**src/rtl/lr_pkg.sv**
```systemverilog
// ============================================================================
// lr_pkg
// Shared types and constants for the line rasterizer.
// ============================================================================
package lr_pkg;

    // Default coordinate width; valid range 4 to 16.
    localparam int COORD_BITS_DEF = 12;

    // Item operation codes
    typedef enum logic [0:0] {
        OP_BEGIN   = 1'b0,
        OP_ADVANCE = 1'b1
    } t_op;

endpackage

```
**src/rtl/line_rasterizer_top.sv**
```systemverilog
// ============================================================================
// line_rasterizer_top
// Integer Bresenham line rasterizer, all octants, one pixel per advance item.
// ============================================================================
// A begin item loads start and end points and returns no result. Each
// advance item returns one result: the current pixel with pixel_valid set,
// or all zeros when no line is active (finished or empty). The end point is
// never drawn; last flags the pixel just before it. Equal spans make y the
// major axis, and an error of exactly one half steps the minor axis.
// Throughput is one item per clock while the output side takes results.
// An item passes the input register and then the result register; while
// the output side stalls, an advance item waits in the input register.
// The line state update (one add, one compare, one subtract) sits between
// the two registers, so back-to-back advances chain through the state.
// ============================================================================
module line_rasterizer_top
    import lr_pkg::*;
#(
    parameter int COORD_BITS = COORD_BITS_DEF
) (
    input  logic                  i_clk,
    input  logic                  i_rst_n,
    // input item channel
    input  logic                  i_in_valid,
    output logic                  o_in_ready,
    input  logic                  i_op,
    input  logic [COORD_BITS-1:0] i_x_start,
    input  logic [COORD_BITS-1:0] i_y_start,
    input  logic [COORD_BITS-1:0] i_x_end,
    input  logic [COORD_BITS-1:0] i_y_end,
    // result item channel
    output logic                  o_out_valid,
    input  logic                  i_out_ready,
    output logic                  o_pixel_valid,
    output logic [COORD_BITS-1:0] o_pixel_x,
    output logic [COORD_BITS-1:0] o_pixel_y,
    output logic                  o_last
);

    // input register
    logic                  r_s1_valid;
    t_op                   r_s1_op;
    logic [COORD_BITS-1:0] r_s1_xs, r_s1_ys, r_s1_xe, r_s1_ye;

    // line state
    logic [COORD_BITS-1:0]        r_cur_x, r_cur_y, r_tgt_x, r_tgt_y;
    logic [COORD_BITS-1:0]        r_span_x, r_span_y;
    logic signed [COORD_BITS+1:0] r_err;
    logic                         r_x_down, r_y_down, r_active;

    // result register
    logic                  r_out_valid, r_pix_valid, r_last;
    logic [COORD_BITS-1:0] r_pix_x, r_pix_y;

    // setup / step outputs
    logic                         su_x_down, su_y_down, su_active;
    logic [COORD_BITS-1:0]        su_span_x, su_span_y;
    logic [COORD_BITS-1:0]        st_cur_x, st_cur_y;
    logic signed [COORD_BITS+1:0] st_err;
    logic                         st_done;

    logic in_acc;
    logic s2_adv;
    logic out_free;

    lr_setup #(.COORD_BITS(COORD_BITS)) u_setup (
        .i_x_start (r_s1_xs),
        .i_y_start (r_s1_ys),
        .i_x_end   (r_s1_xe),
        .i_y_end   (r_s1_ye),
        .o_x_down  (su_x_down),
        .o_y_down  (su_y_down),
        .o_span_x  (su_span_x),
        .o_span_y  (su_span_y),
        .o_active  (su_active)
    );

    lr_step #(.COORD_BITS(COORD_BITS)) u_step (
        .i_cur_x  (r_cur_x),
        .i_cur_y  (r_cur_y),
        .i_tgt_x  (r_tgt_x),
        .i_tgt_y  (r_tgt_y),
        .i_span_x (r_span_x),
        .i_span_y (r_span_y),
        .i_err    (r_err),
        .i_x_down (r_x_down),
        .i_y_down (r_y_down),
        .o_cur_x  (st_cur_x),
        .o_cur_y  (st_cur_y),
        .o_err    (st_err),
        .o_done   (st_done)
    );

    // A begin item needs no result slot; an advance needs the result
    // register empty or being drained this cycle.
    assign out_free   = !r_out_valid || i_out_ready;
    assign s2_adv     = r_s1_valid && ((r_s1_op == OP_BEGIN) || out_free);
    assign o_in_ready = !r_s1_valid || s2_adv;
    assign in_acc     = i_in_valid && o_in_ready;

    // input register
    always_ff @(posedge i_clk) begin
        if (!i_rst_n) begin
            r_s1_valid <= 1'b0;
        end else if (in_acc) begin
            r_s1_valid <= 1'b1;
        end else if (s2_adv) begin
            r_s1_valid <= 1'b0;
        end
    end

    always_ff @(posedge i_clk) begin
        if (in_acc) begin
            r_s1_op <= t_op'(i_op);
            r_s1_xs <= i_x_start;
            r_s1_ys <= i_y_start;
            r_s1_xe <= i_x_end;
            r_s1_ye <= i_y_end;
        end
    end

    // line state: loaded on begin, stepped on advance of an active line
    always_ff @(posedge i_clk) begin
        if (!i_rst_n) begin
            r_cur_x  <= '0;
            r_cur_y  <= '0;
            r_tgt_x  <= '0;
            r_tgt_y  <= '0;
            r_span_x <= '0;
            r_span_y <= '0;
            r_err    <= '0;
            r_x_down <= 1'b0;
            r_y_down <= 1'b0;
            r_active <= 1'b0;
        end else if (s2_adv) begin
            if (r_s1_op == OP_BEGIN) begin
                r_cur_x  <= r_s1_xs;
                r_cur_y  <= r_s1_ys;
                r_tgt_x  <= r_s1_xe;
                r_tgt_y  <= r_s1_ye;
                r_span_x <= su_span_x;
                r_span_y <= su_span_y;
                r_err    <= '0;
                r_x_down <= su_x_down;
                r_y_down <= su_y_down;
                r_active <= su_active;
            end else if (r_active) begin
                r_cur_x  <= st_cur_x;
                r_cur_y  <= st_cur_y;
                r_err    <= st_err;
                r_active <= !st_done;
            end
        end
    end

    // result register
    always_ff @(posedge i_clk) begin
        if (!i_rst_n) begin
            r_out_valid <= 1'b0;
        end else if (s2_adv && (r_s1_op == OP_ADVANCE)) begin
            r_out_valid <= 1'b1;
        end else if (i_out_ready) begin
            r_out_valid <= 1'b0;
        end
    end

    always_ff @(posedge i_clk) begin
        if (s2_adv && (r_s1_op == OP_ADVANCE)) begin
            // inactive line: result of all zeros
            r_pix_valid <= r_active;
            r_pix_x     <= r_active ? r_cur_x : '0;
            r_pix_y     <= r_active ? r_cur_y : '0;
            r_last      <= r_active && st_done;
        end
    end

    assign o_out_valid   = r_out_valid;
    assign o_pixel_valid = r_pix_valid;
    assign o_pixel_x     = r_pix_x;
    assign o_pixel_y     = r_pix_y;
    assign o_last        = r_last;

endmodule

```
**src/rtl/lr_setup.sv**
```systemverilog
// ============================================================================
// lr_setup
// Line setup: step directions, absolute spans and empty-line check.
// ============================================================================
module lr_setup
    import lr_pkg::*;
#(
    parameter int COORD_BITS = COORD_BITS_DEF
) (
    input  logic [COORD_BITS-1:0] i_x_start,
    input  logic [COORD_BITS-1:0] i_y_start,
    input  logic [COORD_BITS-1:0] i_x_end,
    input  logic [COORD_BITS-1:0] i_y_end,
    output logic                  o_x_down,
    output logic                  o_y_down,
    output logic [COORD_BITS-1:0] o_span_x,
    output logic [COORD_BITS-1:0] o_span_y,
    output logic                  o_active
);

    always_comb begin
        o_x_down = i_x_end < i_x_start;
        o_y_down = i_y_end < i_y_start;
        o_span_x = o_x_down ? (i_x_start - i_x_end) : (i_x_end - i_x_start);
        o_span_y = o_y_down ? (i_y_start - i_y_end) : (i_y_end - i_y_start);
        o_active = (o_span_x != '0) || (o_span_y != '0);
    end

endmodule

```
**src/rtl/lr_step.sv**
```systemverilog
// ============================================================================
// lr_step
// One Bresenham step: error update, minor and major axis moves, end check.
// ============================================================================
module lr_step
    import lr_pkg::*;
#(
    parameter int COORD_BITS = COORD_BITS_DEF
) (
    input  logic [COORD_BITS-1:0]        i_cur_x,
    input  logic [COORD_BITS-1:0]        i_cur_y,
    input  logic [COORD_BITS-1:0]        i_tgt_x,
    input  logic [COORD_BITS-1:0]        i_tgt_y,
    input  logic [COORD_BITS-1:0]        i_span_x,
    input  logic [COORD_BITS-1:0]        i_span_y,
    input  logic signed [COORD_BITS+1:0] i_err,
    input  logic                         i_x_down,
    input  logic                         i_y_down,
    output logic [COORD_BITS-1:0]        o_cur_x,
    output logic [COORD_BITS-1:0]        o_cur_y,
    output logic signed [COORD_BITS+1:0] o_err,
    output logic                         o_done
);

    logic                         x_major;
    logic [COORD_BITS-1:0]        major;
    logic [COORD_BITS-1:0]        minor;
    logic signed [COORD_BITS+2:0] e_sum;
    logic signed [COORD_BITS+2:0] e_next;
    logic                         minor_step;
    logic [COORD_BITS-1:0]        x_moved;
    logic [COORD_BITS-1:0]        y_moved;

    always_comb begin
        // equal spans make y the major axis
        x_major = i_span_x > i_span_y;
        major   = x_major ? i_span_x : i_span_y;
        minor   = x_major ? i_span_y : i_span_x;

        // error scaled by 2*major; half a pixel equals major
        e_sum      = {i_err[COORD_BITS+1], i_err} + $signed({2'b00, minor, 1'b0});
        minor_step = e_sum >= $signed({3'b000, major});
        e_next     = minor_step ? (e_sum - $signed({2'b00, major, 1'b0})) : e_sum;
        o_err      = e_next[COORD_BITS+1:0];

        x_moved = i_x_down ? (i_cur_x - 1'b1) : (i_cur_x + 1'b1);
        y_moved = i_y_down ? (i_cur_y - 1'b1) : (i_cur_y + 1'b1);

        if (x_major) begin
            o_cur_x = x_moved;
            o_cur_y = minor_step ? y_moved : i_cur_y;
            o_done  = x_moved == i_tgt_x;
        end else begin
            o_cur_x = minor_step ? x_moved : i_cur_x;
            o_cur_y = y_moved;
            o_done  = y_moved == i_tgt_y;
        end
    end

endmodule
```
**config.mk**
```make
export PLATFORM = sky130hd
export DESIGN_NAME = line_rasterizer_top
export DESIGN_NICKNAME = d
export VERILOG_FILES = /design/src/rtl/lr_pkg.sv /design/src/rtl/line_rasterizer_top.sv /design/src/rtl/lr_setup.sv /design/src/rtl/lr_step.sv
export SDC_FILE = /design/constraint.sdc
export NUM_CORES = 1
export LEC_CHECK = 0
export ABC_AREA = 0
export BUFFER_PORTS_ARGS = -buffer_cell sky130_fd_sc_hd__buf_2
export CAP_MARGIN = 40
export CORE_MARGIN = 2
export CORE_UTILIZATION = 30
export CTS_BUF_LIST = sky130_fd_sc_hd__clkbuf_4
export CTS_CLUSTER_DIAMETER = 30
export DETAILED_ROUTE_END_ITERATION = 8
export GPL_ROUTABILITY_DRIVEN = 0
export PLACE_DENSITY = 0.43
export SETUP_SLACK_MARGIN = 0.2
export SYNTH_ARGS = -nofsm -noshare
export SYNTH_HDL_FRONTEND = slang
export SYNTH_SLANG_ARGS = --single-unit
```
**constraint.sdc**
```tcl
create_clock -name i_clk -period 9.5 [get_ports i_clk]
set_clock_uncertainty 0.2 [all_clocks]
set_input_delay 1.425 -clock i_clk [delete_from_list [all_inputs] [get_ports i_clk]]
set_output_delay 1.425 -clock i_clk [all_outputs]
set_load 0.01 [all_outputs]
```
==> results.sh <==
export IMPL_crit_type="reg -> reg"
export IMPL_cts_buffers=17
export IMPL_drc_errors=0
export IMPL_synthTopCellsByCount="nand2_1, ha_1, dfxtp_1"
export IMPL_synth_top_cell_area_share_pct=19.5
export IMPL_rsz0062_at_grt="no"
export IMPL_drive_gt1_share_pct=12.7
export IMPL_status="complete, no violations"
export IMPL_end_kind="flop"
export IMPL_crit_start="r_span_y[10]"
export IMPL_h_tree_depth=4
export IMPL_core_um2=37800
export IMPL_dieWidth_um=200
export IMPL_clk_latency_ns=0.64
export IMPL_wirelength_um=32500
export IMPL_synth_edf_count=75
export IMPL_worst_ir_drop_vdd_mv=0.0688
export IMPL_endpoint="r_cur_y[4]"
export IMPL_grt_total_usage_pct=16.3
export IMPL_vias_per_cell=4.91
export IMPL_async_reset_ff_share_pct=0
export IMPL_drtAntennaViolNets=0
export IMPL_slew_headroom_pct=45.7
export IMPL_worst_path_max_fanout=30
export IMPL_fill_cells=3998
export IMPL_via_count=9038
export IMPL_cts_buffer_depth=2
export IMPL_tightest_slew_ns=0.795
export IMPL_rr_endpoint="r_cur_y[4]"
export IMPL_finalMaxSlewViolations=0
export IMPL_ys_seq_area_share_pct=35.0
export IMPL_period_needed_ns=6.64
export IMPL_worstPathArrival_ns=6.97
export IMPL_yosys_area_top_type="edfxtp_1"
export IMPL_r2r_start="r_span_y[10]"
export IMPL_regArea_um2=4050
export IMPL_syn_inst=1259
export IMPL_cts_root_buffer="clkbuf_4"
export IMPL_die_y_um=200
export IMPL_grt_pass1_vias=9169
export IMPL_min_delay_start="r_tgt_y[7]"
export IMPL_grt_pass1_wl_um=51200
export IMPL_cp_required_ns=9.84
export IMPL_io_pins=81
export IMPL_start_util_pct=30.6
export IMPL_power_density_nw_per_um2=150
export IMPL_netlist_area_um2=11600
export IMPL_core_rowCount=71
export IMPL_grt_start_max_net_pins=85
export IMPL_synth_seq_cells=165
export IMPL_finalSetupViolCount=0
export IMPL_multi_input_area_um2=7000
export IMPL_ff2ff_setup_slack_ns=2.86
export IMPL_overflow=0
export IMPL_wl_per_cell_um=17.6
export IMPL_synth_fp_nets=1434
export IMPL_maxCapViolations=0
export IMPL_reg2regPathDepth=25
export IMPL_final_nets=1490
export IMPL_synth_cell_type_count=70
export IMPL_synth_area_per_cell_um2=9.19
export IMPL_cts_hold_buffers=0
export IMPL_clock_fmax_mhz=151
export IMPL_yosysWarningCount=0
export IMPL_tritoncts="built"
export IMPL_synthMostInstantiatedCell="nand2_1"
export IMPL_fin_crit_sh_pct=69.9
export IMPL_hold_ws_ns=0.288
export IMPL_postCtsResizedCells=0
export IMPL_tns_ns=0
export IMPL_synth_ff_type="dfxtp_1"
export IMPL_portBuffers=80
export IMPL_syn_to_final_growth_pct=11.2
export IMPL_start_kind="flop"
export IMPL_cts_setup_buffers=0
export IMPL_die_area_um2=40100
export IMPL_path_clk_slew_ns=0.18
export IMPL_drt_iter0_drc=571
export IMPL_clock_sinks=165
export IMPL_dp_hpwl_um=24900
export IMPL_synth_top_cells_by_area="edfxtp_1, dfxtp_1, ha_1"
export IMPL_hold_path_class="reg -> reg"
export IMPL_antenna_found_initial=1
export IMPL_finalHoldViolations=0
export IMPL_cellLeakagePower_uw=0.00568
export IMPL_drt_pass1_iter_count=5
==> area by class of cell <==
| cell class | count | area share, % |
|---|---|---|
| Inverter | 81 | 2.36 |
| Timing Repair Buffer | 93 | 4.09 |
| Clock inverter | 15 | 1.58 |
| Clock buffer | 17 | 0.992 |
| Tap cell | 511 | 4.97 |
| Multi-Input combinational cell | 957 | 54.4 |
| Sequential cell | 165 | 31.5 |
| Antenna cell | 2 | 0.0389 |
==> worst max-delay path, stage by stage, from the launching register on <==
cell and delay (ns):
dfxtp_1 0.39, inv_1 0.06, ha_1 0.29, nand4_1 0.17, a211o_1 0.32, and2_1 0.18, a21oi_4 0.34, buf_4 0.40
mux2_2 0.39, ha_1 0.32, o21a_1 0.22, o21ai_0 0.27, nor2_1 0.09, o21ai_0 0.16, nand2b_1 0.07, a21oi_1 0.19
xnor2_1 0.15, ha_1 0.31, and3_1 0.16, nand4_1 0.10, a31oi_1 0.22, o31a_1 0.23, buf_8 0.21, o21a_1 0.66
o221ai_1 0.24, o211a_1 0.18
==> report_power, final <==
group          total (uW)  leakage [uW]  switching (uW)  internal [uW]
Clock                 497      0.000175             323            174
Combinational         624       0.00406             356            268
Sequential            807       0.00144            32.0            776
Total                1930       0.00568             711           1220
==> cell families after synthesis <==
family,count (synthesis),share of synthesized area [%]
AO/OA/AOI/OAI,322,20.1
AND/OR/NAND/NOR,392,16.1
adder cells (fa/ha/maj),122,13.7
XOR/XNOR,80,6.49
buffers and inverters,137,4.77
multiplexers,41,3.72
flip-flops,165,35.0
==> metal layers <==
metal | vias up | global-route usage [%] | wire length (um)
li1 | 4617 | - | -
met1 | 4273 | 22.1 | 16000
met2 | 129 | 26.9 | 15100
met3 | 19 | 2.70 | 915
met4 | 0 | 4.07 | 464
met5 | - | 0 | 0
==> worst min path at each step <==
| stage | cells after the start | to | slack (ns) |
|---|---|---|---|
| 5_1_grt | 2 | r_tgt_y[9] | 0.30 |
| 6_report | 2 | r_tgt_y[7] | 0.29 |
| 3_5_place_dp | 2 | r_tgt_y[9] | 0.27 |
| 4_1_cts | 2 | r_tgt_y[9] | 0.29 |
| 2_1_floorplan | 0 | o_pixel_valid | 0.23 |
| 3_3_place_gp | 2 | r_tgt_y[9] | 0.26 |
==> stage by stage <==
| stage | util, % | cell area (um^2) | cells | power, uW | setup slack, ns |
|---|---|---|---|---|---|
| 3_3_place_gp | 33.0 | 12500 | 1805 | 1440 | 2.65 |
| 4_1_cts | 34.0 | 12900 | 1839 | 1960 | 2.85 |
| 5_1_grt | 34.0 | 12900 | 1841 | 2050 | 2.40 |
| 2_1_floorplan | - | 11600 | 1259 | 1290 | 3.50 |
| 3_5_place_dp | 33.1 | 12500 | 1807 | 1450 | 2.91 |
| 6_report | 34.0 | 12900 | 1841 | 1930 | 2.86 |
==> sequential cells by signal, indices dropped and copies added (netlist names), 12 cells and up <==
signal / flops
r_tgt_x: 12
r_tgt_y: 12
o_pixel_x: 12
o_pixel_y: 12
r_cur_x: 12
r_span_y: 12
r_s1_ye: 12
r_err: 13
r_s1_ys: 12
r_span_x: 12
r_s1_xs: 12
r_s1_xe: 12
r_cur_y: 12
==> cell usage in the layout, fill, tap and decap left out, types with 17 or more instances in the layout <==
cell and n:
a21boi_0 36, a21o_1 27, a21oi_1 72, and2_1 30, buf_2 80, clkbuf_4 17
dfxtp_1 90, edfxtp_1 75, ha_1 114, inv_1 81, mux2i_1 25, nand2_1 160
nand2b_1 19, nand3_1 20, nor2_1 67, nor3_1 17, o211a_1 26, o211ai_1 19
o21ai_0 51, xnor2_1 52, xor2_1 24
No activity file was read; power rests on OpenSTA's default activity.
